$ cat src/rtl/tte_pkg.sv
// Shared types and constants for the tap tempo beat envelope block.
// Holds the payload structs, register map codes and reset values.
// No dependencies; compiled first.
`timescale 1ns / 1ps

package tte_pkg;

  // Default width of the tick counters and the beat period.
  localparam int TTE_TIME_WIDTH = 24;

  // Envelope fraction bits; the envelope is unsigned Q1.LEVEL_FRAC.
  localparam int LEVEL_FRAC = 16;
  localparam int LEVEL_W    = LEVEL_FRAC + 1;
  localparam logic [LEVEL_W-1:0] LEVEL_ONE = {1'b1, {LEVEL_FRAC{1'b0}}};

  // Configuration register widths and reset values.
  localparam int TIMEOUT_W = 24;
  localparam int DECAY_W   = 16;
  localparam logic [TIMEOUT_W-1:0] TIMEOUT_RST = 24'd3000;
  localparam logic [DECAY_W-1:0]   DECAY_RST   = 16'd62259;

  // Beat period after reset: 500 ticks, which is 120 bpm.
  localparam int START_PERIOD = 500;

  // Configuration port geometry and register indexes (byte address bit 2).
  localparam int CFG_ADDR_W = 3;
  localparam int CFG_DATA_W = 32;
  localparam logic REG_TIMEOUT = 1'b0;
  localparam logic REG_DECAY   = 1'b1;

  // Tap measurement phase: idle, or the number of taps taken so far.
  typedef enum logic [3:0] {
    PH_IDLE  = 4'b0001,
    PH_ONE   = 4'b0010,
    PH_TWO   = 4'b0100,
    PH_THREE = 4'b1000
  } tap_phase_t;

  typedef struct packed {
    logic tap;
    logic frame;
  } tte_in_t;

  typedef struct packed {
    logic [LEVEL_W-1:0] level;
    logic               beat_fired;
  } tte_out_t;

endpackage

$ cat src/rtl/tte_tap_meter.sv
// Tap interval measurement: tap phase sequencer, span and gap counters,
// and the beat period register. Depends on tte_pkg.
`timescale 1ns / 1ps

module tte_tap_meter
  import tte_pkg::*;
#(
  parameter int TIME_WIDTH = TTE_TIME_WIDTH
) (
  input  logic                  clk,
  input  logic                  rst_n,
  input  logic                  step,
  input  logic                  tap,
  input  logic [TIMEOUT_W-1:0]  timeout,
  output logic [TIME_WIDTH-1:0] period_nxt
);

  localparam logic [TIME_WIDTH-1:0] TIME_MAX = '1;
  localparam int CMP_W = (TIME_WIDTH > TIMEOUT_W) ? TIME_WIDTH : TIMEOUT_W;

  tap_phase_t            phase_r, phase_nxt;
  logic [TIME_WIDTH-1:0] span_r, span_nxt, span_inc;
  logic [TIME_WIDTH-1:0] gap_r, gap_nxt, gap_inc;
  // The span divided by three is kept as a running quotient and remainder.
  logic [TIME_WIDTH-1:0] quot_r, quot_nxt, quot_inc;
  logic [1:0]            rem_r, rem_nxt, rem_inc;
  logic [TIME_WIDTH-1:0] period_r;
  logic                  active;
  logic                  late;

  always_comb begin
    active   = (phase_r != PH_IDLE);
    span_inc = span_r;
    gap_inc  = gap_r;
    quot_inc = quot_r;
    rem_inc  = rem_r;
    if (active) begin
      if (span_r != TIME_MAX) begin
        span_inc = span_r + 1'b1;
        if (rem_r == 2'd2) begin
          quot_inc = quot_r + 1'b1;
          rem_inc  = 2'd0;
        end else begin
          rem_inc = rem_r + 1'b1;
        end
      end
      if (gap_r != TIME_MAX) begin
        gap_inc = gap_r + 1'b1;
      end
    end

    late = CMP_W'(gap_inc) >= CMP_W'(timeout);

    phase_nxt  = phase_r;
    span_nxt   = span_inc;
    gap_nxt    = gap_inc;
    quot_nxt   = quot_inc;
    rem_nxt    = rem_inc;
    period_nxt = period_r;

    if (tap) begin
      case (phase_r)
        PH_IDLE: begin
          phase_nxt = PH_ONE;
          span_nxt  = '0;
          gap_nxt   = '0;
          quot_nxt  = '0;
          rem_nxt   = 2'd0;
        end
        PH_ONE, PH_TWO: begin
          if (late) begin
            phase_nxt = PH_IDLE;
          end else begin
            phase_nxt = (phase_r == PH_ONE) ? PH_TWO : PH_THREE;
            gap_nxt   = '0;
          end
        end
        PH_THREE: begin
          // The fourth tap in time closes the measurement.
          if (!late) begin
            period_nxt = quot_inc;
          end
          phase_nxt = PH_IDLE;
        end
        default: begin
          phase_nxt = PH_IDLE;
        end
      endcase
    end
  end

  always_ff @(posedge clk) begin
    if (!rst_n) begin
      phase_r  <= PH_IDLE;
      span_r   <= '0;
      gap_r    <= '0;
      quot_r   <= '0;
      rem_r    <= 2'd0;
      period_r <= TIME_WIDTH'(START_PERIOD);
    end else if (step) begin
      phase_r  <= phase_nxt;
      span_r   <= span_nxt;
      gap_r    <= gap_nxt;
      quot_r   <= quot_nxt;
      rem_r    <= rem_nxt;
      period_r <= period_nxt;
    end
  end

`ifndef SYNTHESIS
  a_rem_range: assert property (@(posedge clk) disable iff (!rst_n)
    rem_r != 2'd3)
    else $error("span remainder out of range");

  a_period_from_third: assert property (@(posedge clk) disable iff (!rst_n)
    !$stable(period_r) |-> $past(phase_r) == PH_THREE)
    else $error("beat period changed outside the fourth tap");

  a_start_clears: assert property (@(posedge clk) disable iff (!rst_n)
    step && tap && phase_r == PH_IDLE |=> phase_r == PH_ONE && span_r == '0
      && gap_r == '0)
    else $error("starting tap did not open a measurement");
`endif

endmodule

$ cat src/rtl/tap_tempo_beat_envelope_core.sv
// Top level of the tap tempo beat envelope block: request channels,
// configuration registers, envelope decay and beat check.
// Depends on tte_pkg and tte_tap_meter.
`timescale 1ns / 1ps

// One input request is one 1 ms tick carrying a tap flag and a frame
// strobe. The block takes one request per clock cycle while in_stall
// is low; a frame request produces one result in the next cycle, and
// other requests produce none. in_stall is high only while a result
// sits in the output register and out_stall holds it, so the output
// register alone sets back-pressure. The longest path is the 17x16
// envelope decay multiply. The beat period is the span of four taps
// divided by three as a running quotient, so no divider is involved.
module tap_tempo_beat_envelope_core
  import tte_pkg::*;
#(
  parameter int TIME_WIDTH = TTE_TIME_WIDTH
) (
  input  logic                  clk,
  input  logic                  rst_n,
  input  logic                  in_valid,
  output logic                  in_stall,
  input  tte_in_t               in_data,
  output logic                  out_valid,
  input  logic                  out_stall,
  output tte_out_t              out_data,
  input  logic                  cfg_psel,
  input  logic                  cfg_penable,
  input  logic                  cfg_pwrite,
  input  logic [CFG_ADDR_W-1:0] cfg_paddr,
  input  logic [CFG_DATA_W-1:0] cfg_pwdata,
  output logic [CFG_DATA_W-1:0] cfg_prdata,
  output logic                  cfg_pready
);

  localparam logic [TIME_WIDTH-1:0] TIME_MAX = '1;
  localparam int PROD_W = LEVEL_W + DECAY_W;

  logic [TIMEOUT_W-1:0]  timeout_r;
  logic [DECAY_W-1:0]    decay_r;
  logic [TIME_WIDTH-1:0] since_r, since_nxt, since_inc;
  logic [LEVEL_W-1:0]    env_r, env_nxt, env_dec;
  logic                  out_valid_r, out_valid_nxt;
  tte_out_t              out_data_r, out_data_nxt;
  logic [PROD_W-1:0]     prod;
  logic [TIME_WIDTH-1:0] period_nxt;
  logic                  in_acc;
  logic                  fire;
  logic                  cfg_wr;

  assign in_stall   = out_valid_r && out_stall;
  assign in_acc     = in_valid && !in_stall;
  assign out_valid  = out_valid_r;
  assign out_data   = out_data_r;
  assign cfg_pready = 1'b1;
  assign cfg_wr     = cfg_psel && cfg_penable && cfg_pwrite;

  tte_tap_meter #(
    .TIME_WIDTH(TIME_WIDTH)
  ) u_tap_meter (
    .clk       (clk),
    .rst_n     (rst_n),
    .step      (in_acc),
    .tap       (in_data.tap),
    .timeout   (timeout_r),
    .period_nxt(period_nxt)
  );

  always_comb begin
    case (cfg_paddr[2])
      REG_TIMEOUT: cfg_prdata = CFG_DATA_W'(timeout_r);
      REG_DECAY:   cfg_prdata = CFG_DATA_W'(decay_r);
      default:     cfg_prdata = '0;
    endcase
  end

  always_ff @(posedge clk) begin
    if (!rst_n) begin
      timeout_r <= TIMEOUT_RST;
      decay_r   <= DECAY_RST;
    end else if (cfg_wr) begin
      case (cfg_paddr[2])
        REG_TIMEOUT: timeout_r <= cfg_pwdata[TIMEOUT_W-1:0];
        REG_DECAY:   decay_r   <= cfg_pwdata[DECAY_W-1:0];
        default:     ;
      endcase
    end
  end

  always_comb begin
    since_inc = (since_r == TIME_MAX) ? since_r : since_r + 1'b1;
    prod      = PROD_W'(env_r) * PROD_W'(decay_r);
    env_dec   = prod[PROD_W-1:DECAY_W];
    // The beat check sees the period as updated by a tap in the same tick.
    fire      = since_inc > period_nxt;

    since_nxt     = since_r;
    env_nxt       = env_r;
    out_valid_nxt = out_valid_r && out_stall;
    out_data_nxt  = out_data_r;

    if (in_acc) begin
      since_nxt = since_inc;
      if (in_data.frame) begin
        if (fire) begin
          since_nxt = '0;
          env_nxt   = LEVEL_ONE;
        end else begin
          env_nxt = env_dec;
        end
        out_valid_nxt           = 1'b1;
        out_data_nxt.level      = fire ? LEVEL_ONE : env_dec;
        out_data_nxt.beat_fired = fire;
      end
    end
  end

  always_ff @(posedge clk) begin
    if (!rst_n) begin
      since_r     <= '0;
      env_r       <= LEVEL_ONE;
      out_valid_r <= 1'b0;
    end else begin
      since_r     <= since_nxt;
      env_r       <= env_nxt;
      out_valid_r <= out_valid_nxt;
    end
  end

  always_ff @(posedge clk) begin
    out_data_r <= out_data_nxt;
  end

`ifndef SYNTHESIS
  a_fire_full_level: assert property (@(posedge clk) disable iff (!rst_n)
    out_valid_r && out_data_r.beat_fired |-> out_data_r.level == LEVEL_ONE)
    else $error("beat fired without a full envelope");

  a_level_bound: assert property (@(posedge clk) disable iff (!rst_n)
    out_valid_r |-> out_data_r.level <= LEVEL_ONE)
    else $error("envelope above 1.0");

  a_result_per_frame: assert property (@(posedge clk) disable iff (!rst_n)
    in_acc |=> out_valid_r == $past(in_data.frame))
    else $error("result presence does not follow the frame strobe");
`endif

endmodule

$ cat config.mk
export PLATFORM = sky130hd
export DESIGN_NAME = tap_tempo_beat_envelope_core
export DESIGN_NICKNAME = d
export VERILOG_FILES = /design/src/rtl/tte_pkg.sv /design/src/rtl/tte_tap_meter.sv /design/src/rtl/tap_tempo_beat_envelope_core.sv
export SDC_FILE = /design/constraint.sdc
export NUM_CORES = 1
export LEC_CHECK = 0
export BUFFER_PORTS_ARGS = -buffer_cell sky130_fd_sc_hd__buf_2
export CORE_UTILIZATION = 27
export DETAILED_ROUTE_END_ITERATION = 12
export PLACE_DENSITY = 0.53
export SLEW_MARGIN = 20
export SYNTH_ARGS = -nofsm -noshare
export SYNTH_HDL_FRONTEND = slang
export SYNTH_HIERARCHICAL = 1
export SYNTH_SLANG_ARGS = --single-unit
$ cat constraint.sdc
create_clock -name clk -period 17.86 [get_ports clk]
set_input_delay 3.572 -clock clk [delete_from_list [all_inputs] [get_ports clk]]
set_output_delay 3.572 -clock clk [all_outputs]
set_load 0.05 [all_outputs]
# ---- Word level (Yosys, flattened, before mapping)
# Cells that the tools add are included.
# Widths: inputs -> output; s select.
dict set report op_classes {
  n_mux 32
  n_reduce_logical 10
  magnitude_cmp 2
  add_sub_neg 5
  n_mul 1
  n_eq_ne 9
  bitwise 1
}
# cell count
set ops {}
lappend ops {{$mux 24} 19}
lappend ops {{$add 24x1->24 const B} 4}
lappend ops {{$pmux 32 s2} 1}
lappend ops {{$ne 24x24->1 const B} 2}
lappend ops {{$pmux 24 s2} 1}
lappend ops {{$mul 17x16->33} 1}
lappend ops {{$eq 24x24->1 const B} 1}
lappend ops {{$ge 24x24->1} 1}
lappend ops {{$gt 24x24->1} 1}
lappend ops {{$mux 17} 1}
lappend ops {{$mux 2} 5}
lappend ops {{$mux 4} 2}
lappend ops {{$pmux 4 s2} 1}
lappend ops {{$reduce_and 2->1} 4}
lappend ops {{$eq 4x1->1 const B} 1}
lappend ops {{$eq 4x2->1 const B} 1}
lappend ops {{$eq 4x3->1 const B} 1}
lappend ops {{$eq 4x4->1 const B} 1}
lappend ops {{$logic_and 1x1->1} 4}
lappend ops {{$ne 4x1->1 const B} 1}
lappend ops {{$add 2x1->2 const B} 1}
lappend ops {{$eq 2x2->1 const B} 1}
lappend ops {{$mux 1} 2}
lappend ops {{$reduce_or 2->1} 1}
lappend ops {{other kinds (2)} 2}
dict set report word_totals {
  ff_bits 202
  word_cells 73
  inputBits 44
  output_inout_bits 53
}

# ---- Logic depth before layout (Yosys ltp)
# Gate-level depths: netlist of the first run.
dict set report logic_depth {
  word_depth 10
  mapped_depth 28
  mapped_depth_nobuf 23
}

# ---- By module
# Netlist of the first run, hierarchy kept.
# mod seq_area_each_um2 cells_each n_inst area_per_inst_um2
set modules_own_cells {}
lappend modules_own_cells {tap_tempo_beat_envelope_core 2182.1 1573 1 13659.4}
lappend modules_own_cells {tte_tap_meter 2042.0 773 1 6576.3}

# ---- Worst setup path before layout of the first run
# OpenSTA, ideal clock, no wires.
dict set report synth_path {
  path_type {input -> output}
  start {input cfg_paddr[2]}
  end {output cfg_prdata[10]}
  n_path_buf 2
  path_slack_ns 9.593
  t_arrival_ns 4.695
  cell_stages 3
  required_time_ns 14.288
  cell_sequence {clkbuf_1 > clkbuf_1 > mux2_2}
}
dict set report synth_between {
  elab_chain_cells 2
}
# item line_no
set synth_lines {}
lappend synth_lines {{start, declared} tap_tempo_beat_envelope_core.sv:30} ;# input logic [CFG_ADDR_W-1:0] cfg_paddr,
lappend synth_lines {{$not 1->1} tap_tempo_beat_envelope_core.sv:70} ;# case (cfg_paddr[2])
lappend synth_lines {{$pmux 32 s2 *} tap_tempo_beat_envelope_core.sv:70}
lappend synth_lines {{end, declared} tap_tempo_beat_envelope_core.sv:32} ;# output logic [CFG_DATA_W-1:0] cfg_prdata,
# Every way passes the cells marked *; elsewhere a longest branch is shown, timed or not. The select of a mux whose other input is x is not followed.

# ---- Worst setup path in the final report of the first run
dict set report layout_path {
  start {input cfg_paddr[2]}
  end {output cfg_prdata[8]}
}
# Same word-level chain as after synthesis.

==> out/metrics.yaml, run 1 <==
status: "complete, but fails checks"
violations: "DRC"
fin_cells: 3344
critPathLaunchType: "primary input"
detail_route.wl_per_cell_um: 16.6
cts_tree: "yes"
die-area_um2: 76000
post-route-period-util: 0.475
clkSlewWorstSetupHoldPaths_ns: 0.06
synth.top_cell.area_share: 0.205
dpl_cell_area_um2: 21400
drv_cap: 0
ys_seq_area_frac: 0.209
routabilityCongestion: 0.804
synthMuxAreaShare: 0.0251
final_hold_viol_count: 0
finalCriticalPeriod_ns: 8.48
die_w_um: 276
r2r-start: "u_tap_meter/gap_r[3]"
fin_util: 0.300
setup_viol: 0
post_cts.repair.setup_buffers: 0
grt_usage: 0.149
ant_nets: 0
core.rowCount: 100
cp_data_arrival_time_ns: 4.91
clock_path_buffers: 3
ir_worst_vdd_uv: 137
clock_latency_ns: 0.58
cts_resized: 0
synthTopCellsByArea: "fa_1 (20%), dfxtp_1 (18%), ha_1 (9.5%)"
netlist_top_cells_count: "nand2_1 (337), inv_1 (307), fa_1 (207)"
yosys.area_share.xor_xnor: 0.0453
synth-edff-count: 18
dp.cells: 3295
synth_compound_area_frac: 0.117
vias_per_cell: 4.75
finalSetupTns_ns: 0
fmax_ghz: 0.118
syn-instance-count: 2346
grt_setup_unrepaired: "false"
r2r_end: "env_r[16]"
cp-end-kind: "output pin"
ys_ff_latch: 202
slew_viol_final: 0
fillCellCount: 8010
skew_ns: 0.0262
h-tree-depth: 1
antenna_found_initial: 4
drtIter0Drc: 932
synth.avg_cell_area_um2: 8.63
drc_errors: 2
power.density_nw_per_um2: 163
holdPathStages: 2
io_pins: 97
numCtsBuffers: 26
async_flop_share: 0
hold_class: "reg2reg"
multiInputGateArea_um2: 14300
p_total_mw: 3.63
synth_area_um2: 20200
crit_fanout: 27
worstSetupPathType: "in2out"
min_to: "timeout_r[17]"
stdcell_area_um2: 22300
tightestPinTransition_ns: 1.06
synth_adder_area_share: 0.300
grt_max_degree: 48
yosys.area_share.simple: 0.216
initial_core_util: 0.272
core-area_um2: 74300
reg2regPathDepth: 23
slowest_stage: "buf_2"
dp_slack_ns: 9.38
yosysTopAreaCell: "fa_1"
worst_slack_ns: 9.38
cts_sinks: 202
drive_gt1_frac: 0.106
yosysMostFrequentCell: "nand2_1"
timing.hold.ws_ns: 0.469
cpPeakStageDelay_ns: 0.58
rrSetupSlack_ns: 10.64
crit_chain: "buf_2 > mux2_2 > buf_2"
finalNetCount: 2759
synth.distinct_cells: 107
grt_pass1_wl_um: 89300
crit_top_cell: "buf_2"
worstHoldStart: "timeout_r[17]"
routed_wl_um: 55600
syn_to_final_growth_pct: 10.2
cts_hold_buf: 0
die_h_um: 276
cp_data_required_time_ns: 14.29
ys_warn_count: 6
maxSlewHeadroom: 0.291
seqCellArea_um2: 4220
dr.pass1.iters: 9
io_buffers: 77
post-dp-hpwl_um: 41100
grt_pass1_vias: 15769
grt_overflow: 0
synth_top_family_by_area: "adder cells"
num_vias: 15878
ys.flop_type: "dfxtp_1"
p_leak_nw: 9.78
clock-root-buffer: "clkbuf_16"
-- cells by family after synthesis --
family / Yosys count
AO/OA/AOI/OAI: 337
buffers and inverters: 437
adder cells (fa/ha/maj): 361
multiplexers: 45
flip-flops: 202
XOR/XNOR: 103
AND/OR/NAND/NOR: 859
other: 2
-- per-layer routing --
layer	share of wire	GRT usage	up-vias
li1	-	-	7714
met1	0.49	0.211	7816
met2	0.44	0.235	268
met3	0.041	0.0224	80
met4	0.024	0.0396	0
met5	0	0	-
-- worst max path at each step --
stage | cells past startpoint | from | slack, ns | to
after global routing | 3 | cfg_paddr[2] | 9.33 | cfg_prdata[8]
final | 3 | cfg_paddr[2] | 9.38 | cfg_prdata[8]
after floorplan | 3 | cfg_paddr[2] | 9.59 | cfg_prdata[10]
after detailed placement | 3 | cfg_paddr[2] | 9.38 | cfg_prdata[8]
after global placement | 3 | cfg_paddr[2] | 9.38 | cfg_prdata[8]
after CTS | 3 | cfg_paddr[2] | 9.38 | cfg_prdata[8]
-- state kept, by name, summed over array words and instances, names as in the netlist, 2 cells and up --
name	flops
decay_r	16
env_r	17
out_data	18
since_r	24
timeout_r	24
u_tap_meter/gap_r	24
u_tap_meter/period_r	24
u_tap_meter/phase_r	4
u_tap_meter/quot_r	24
u_tap_meter/rem_r	2
u_tap_meter/span_r	24
-- where the power goes --
part           switching [mW]  internal [mW]  total, mW  leakage, nW
sequential             0.0648          0.570      0.634         1.66
clock                   0.227          0.309      0.536        0.421
combinational            1.51          0.953       2.46         7.71
-- cells in the final DEF, fill, tap and decap left out, drive strengths merged, types with 10 or more instances in the layout --
cell | synthesis | layout
dfxtp | 184 | 184
o21a | 10 | 10
a211oi | 13 | 13
nor4 | 15 | 15
nor2 | 110 | 110
a22o | 17 | 17
and2 | 129 | 129
a21oi | 120 | 120
a22oi | 16 | 16
nand2 | 343 | 343
nor3 | 53 | 53
xor2 | 35 | 35
clkinv | 3 | 12
or3 | 12 | 12
mux2 | 43 | 43
nand4 | 40 | 40
nand3 | 74 | 74
o211a | 12 | 12
buf | 42 | 100
clkbuf | 84 | 35
ha | 154 | 154
nor2b | 19 | 19
and3 | 26 | 26
inv | 307 | 308
fa | 207 | 207
and4 | 12 | 12
a21o | 16 | 16
o21ai | 59 | 59
xnor2 | 68 | 68
edfxtp | 18 | 18
-- layout make-up --
class                           instances  share of cell area
Clock inverter                         13             0.00701
Multi-Input combinational cell       1714               0.640
Inverter                              310              0.0522
Antenna cell                            1            0.000112
Clock buffer                           35              0.0316
Tap cell                              969              0.0544
Sequential cell                       202               0.189
Timing Repair Buffer                  100              0.0250
-- critical path, delay by kind of cell --
family | cells | cell delay (ns)
multiplexers | 1 | 0.48
buffers and inverters | 2 | 0.81
Power figures use the tool's default switching activity.
==> inputs of run 2 (changes only) <==
clock period = 8.3 ns   (was 17.86 ns; I/O delays follow)
==> run 2 against run 1 <==
Against the previous run: critical endpoint is now since_r[21]; non-clock buffer count is 10 higher; sequential power rose by 110%; clock-buffer cell count up 2; the flow now finishes without violations; sequential cell count unchanged; register-to-register slack lost 9.2 ns; total power increased by 110%; combinational power increased by 120%; sequential share of layout area decreased by 0.056 points; final area grew 0.30%.
==> out/metrics.yaml, run 2 (same netlist as run 1, synthesis figures left out) <==
cts_hold_buf: 0
grt_usage: 0.149
cts_tree: "yes"
drive_gt1_frac: 0.109
num_vias: 15920
final_hold_viol_count: 0
routabilityCongestion: 0.808
hold_class: "reg2reg"
cts_resized: 0
dr.pass1.iters: 7
drtIter0Drc: 899
clkSlewWorstSetupHoldPaths_ns: 0.06
io_buffers: 77
detail_route.wl_per_cell_um: 16.7
slew_viol_final: 0
p_total_mw: 7.79
crit_fanout: 21
cp-end-kind: "flop"
power.density_nw_per_um2: 348
final_cell_mix: "nand2_1 (337), inv_1 (306), fa_1 (207)"
h-tree-depth: 1
die-area_um2: 76000
setup_viol: 0
initial_core_util: 0.272
vias_per_cell: 4.75
die_h_um: 276
drc_errors: 0
cts_sinks: 202
grt_setup_unrepaired: "false"
critPathLaunchType: "flop"
clock-root-buffer: "clkbuf_16"
finalSetupTns_ns: 0
grt_pass1_vias: 15785
grt_max_degree: 49
cp_data_required_time_ns: 8.78
fmax_ghz: 0.146
p_leak_nw: 9.82
finalCriticalPeriod_ns: 6.83
post_cts.repair.setup_buffers: 0
routed_wl_um: 55900
skew_ns: 0.0173
worstSetupPathType: "reg2reg"
clock_latency_ns: 0.57
cp_data_arrival_time_ns: 7.31
post-route-period-util: 0.823
layout.cells.most_common: "nand2_1"
syn_to_final_growth_pct: 10.5
clock_path_buffers: 3
finalNetCount: 2769
grt_pass1_wl_um: 89400
core-area_um2: 74300
tightestPinTransition_ns: 1.05
fillCellCount: 8009
post-dp-hpwl_um: 41700
ir_worst_vdd_uv: 252
status: "complete, no violations"
numCtsBuffers: 26
antenna_found_initial: 0
core.rowCount: 100
io_pins: 97
die_w_um: 276
grt_overflow: 0
maxSlewHeadroom: 0.298
ant_nets: 0
drv_cap: 0
[run 2: cell types whose count changed in the layout (fill, tap and decap cells not counted), sizes merged]
| cell | delta |
|---|---|
| buf | +10 |
| bufinv | -1 |
| clkbuf | +2 |
| clkinv | -3 |
| clkinvlp | +2 |
[run 2: stage by stage]
| step | std cells | setup WS (ns) | hold WS, ns | cell area, um2 | utilization |
|---|---|---|---|---|---|
| global placement | 3305 | 1.36 | 0.460 | 21500 | 0.289 |
| finish | 3354 | 1.47 | 0.469 | 22400 | 0.301 |
| CTS | 3353 | 1.29 | 0.474 | 22400 | 0.301 |
| detailed placement | 3305 | 1.32 | 0.466 | 21500 | 0.289 |
| floorplan | 2353 | 2.15 | 0.445 | 20300 | - |
| global route | 3353 | 0.873 | 0.498 | 22400 | 0.301 |
[run 2: metal layers]
metal	vias up	routed length [um]	track usage
met5	-	0	0
met4	0	1240	0.0366
met3	69	2800	0.0221
met2	365	25200	0.240
met1	7741	26700	0.209
li1	7745	-	-
[run 2: worst max-delay path, cell delays in order, from the launching register on]
cell      delay (ns)
dfxtp_1         0.48
nand4_4         0.16
nor4_4          0.53
a211o_1         0.42
nor2_1          0.09
xnor2_1         0.21
ha_1            0.28
a21oi_1         0.13
o21ai_0         0.12
a22oi_1         0.31
nand3_1         0.12
buf_4           0.24
nor3_4          0.69
mux2i_1         0.31
inv_1           0.07
ha_1            0.29
nand4_1         0.15
nor4_1          0.46
nand2_1         0.19
o311ai_1        0.15
nand3_2         0.42
a21oi_4         0.59
nand3b_1        0.13
a21oi_1         0.16
[run 2: cell type report]
cell class / count / area [um2] / share of cell area
antenna: 1 / 2.50 / 0.000112
clock buffer: 37 / 732 / 0.0327
clock inverter: 11 / 120 / 0.00537
inverter: 310 / 1160 / 0.0520
multi-input combinational: 1714 / 14300 / 0.638
sequential: 202 / 4220 / 0.189
tap: 969 / 1210 / 0.0542
timing repair buffer: 110 / 633 / 0.0283
[run 2: path summary, 6_finish.rpt]
| kind | startpoint | end | slack (ns) | cells past startpoint |
|---|---|---|---|---|
| worst min register to register | timeout_r[17] | timeout_r[17] | 0.47 | 2 |
| worst max-delay path | u_tap_meter/gap_r[3] | since_r[21] | 1.47 | 23 |
| worst min-delay path | timeout_r[17] | timeout_r[17] | 0.47 | 2 |
| worst max register to register | u_tap_meter/gap_r[3] | since_r[21] | 1.47 | 23 |
[run 2: report_power, final]
part / switching, mW / total [mW] / internal, mW
Sequential: 0.112 / 1.34 / 1.23
Clock: 0.480 / 1.13 / 0.651
Combinational: 3.27 / 5.32 / 2.05
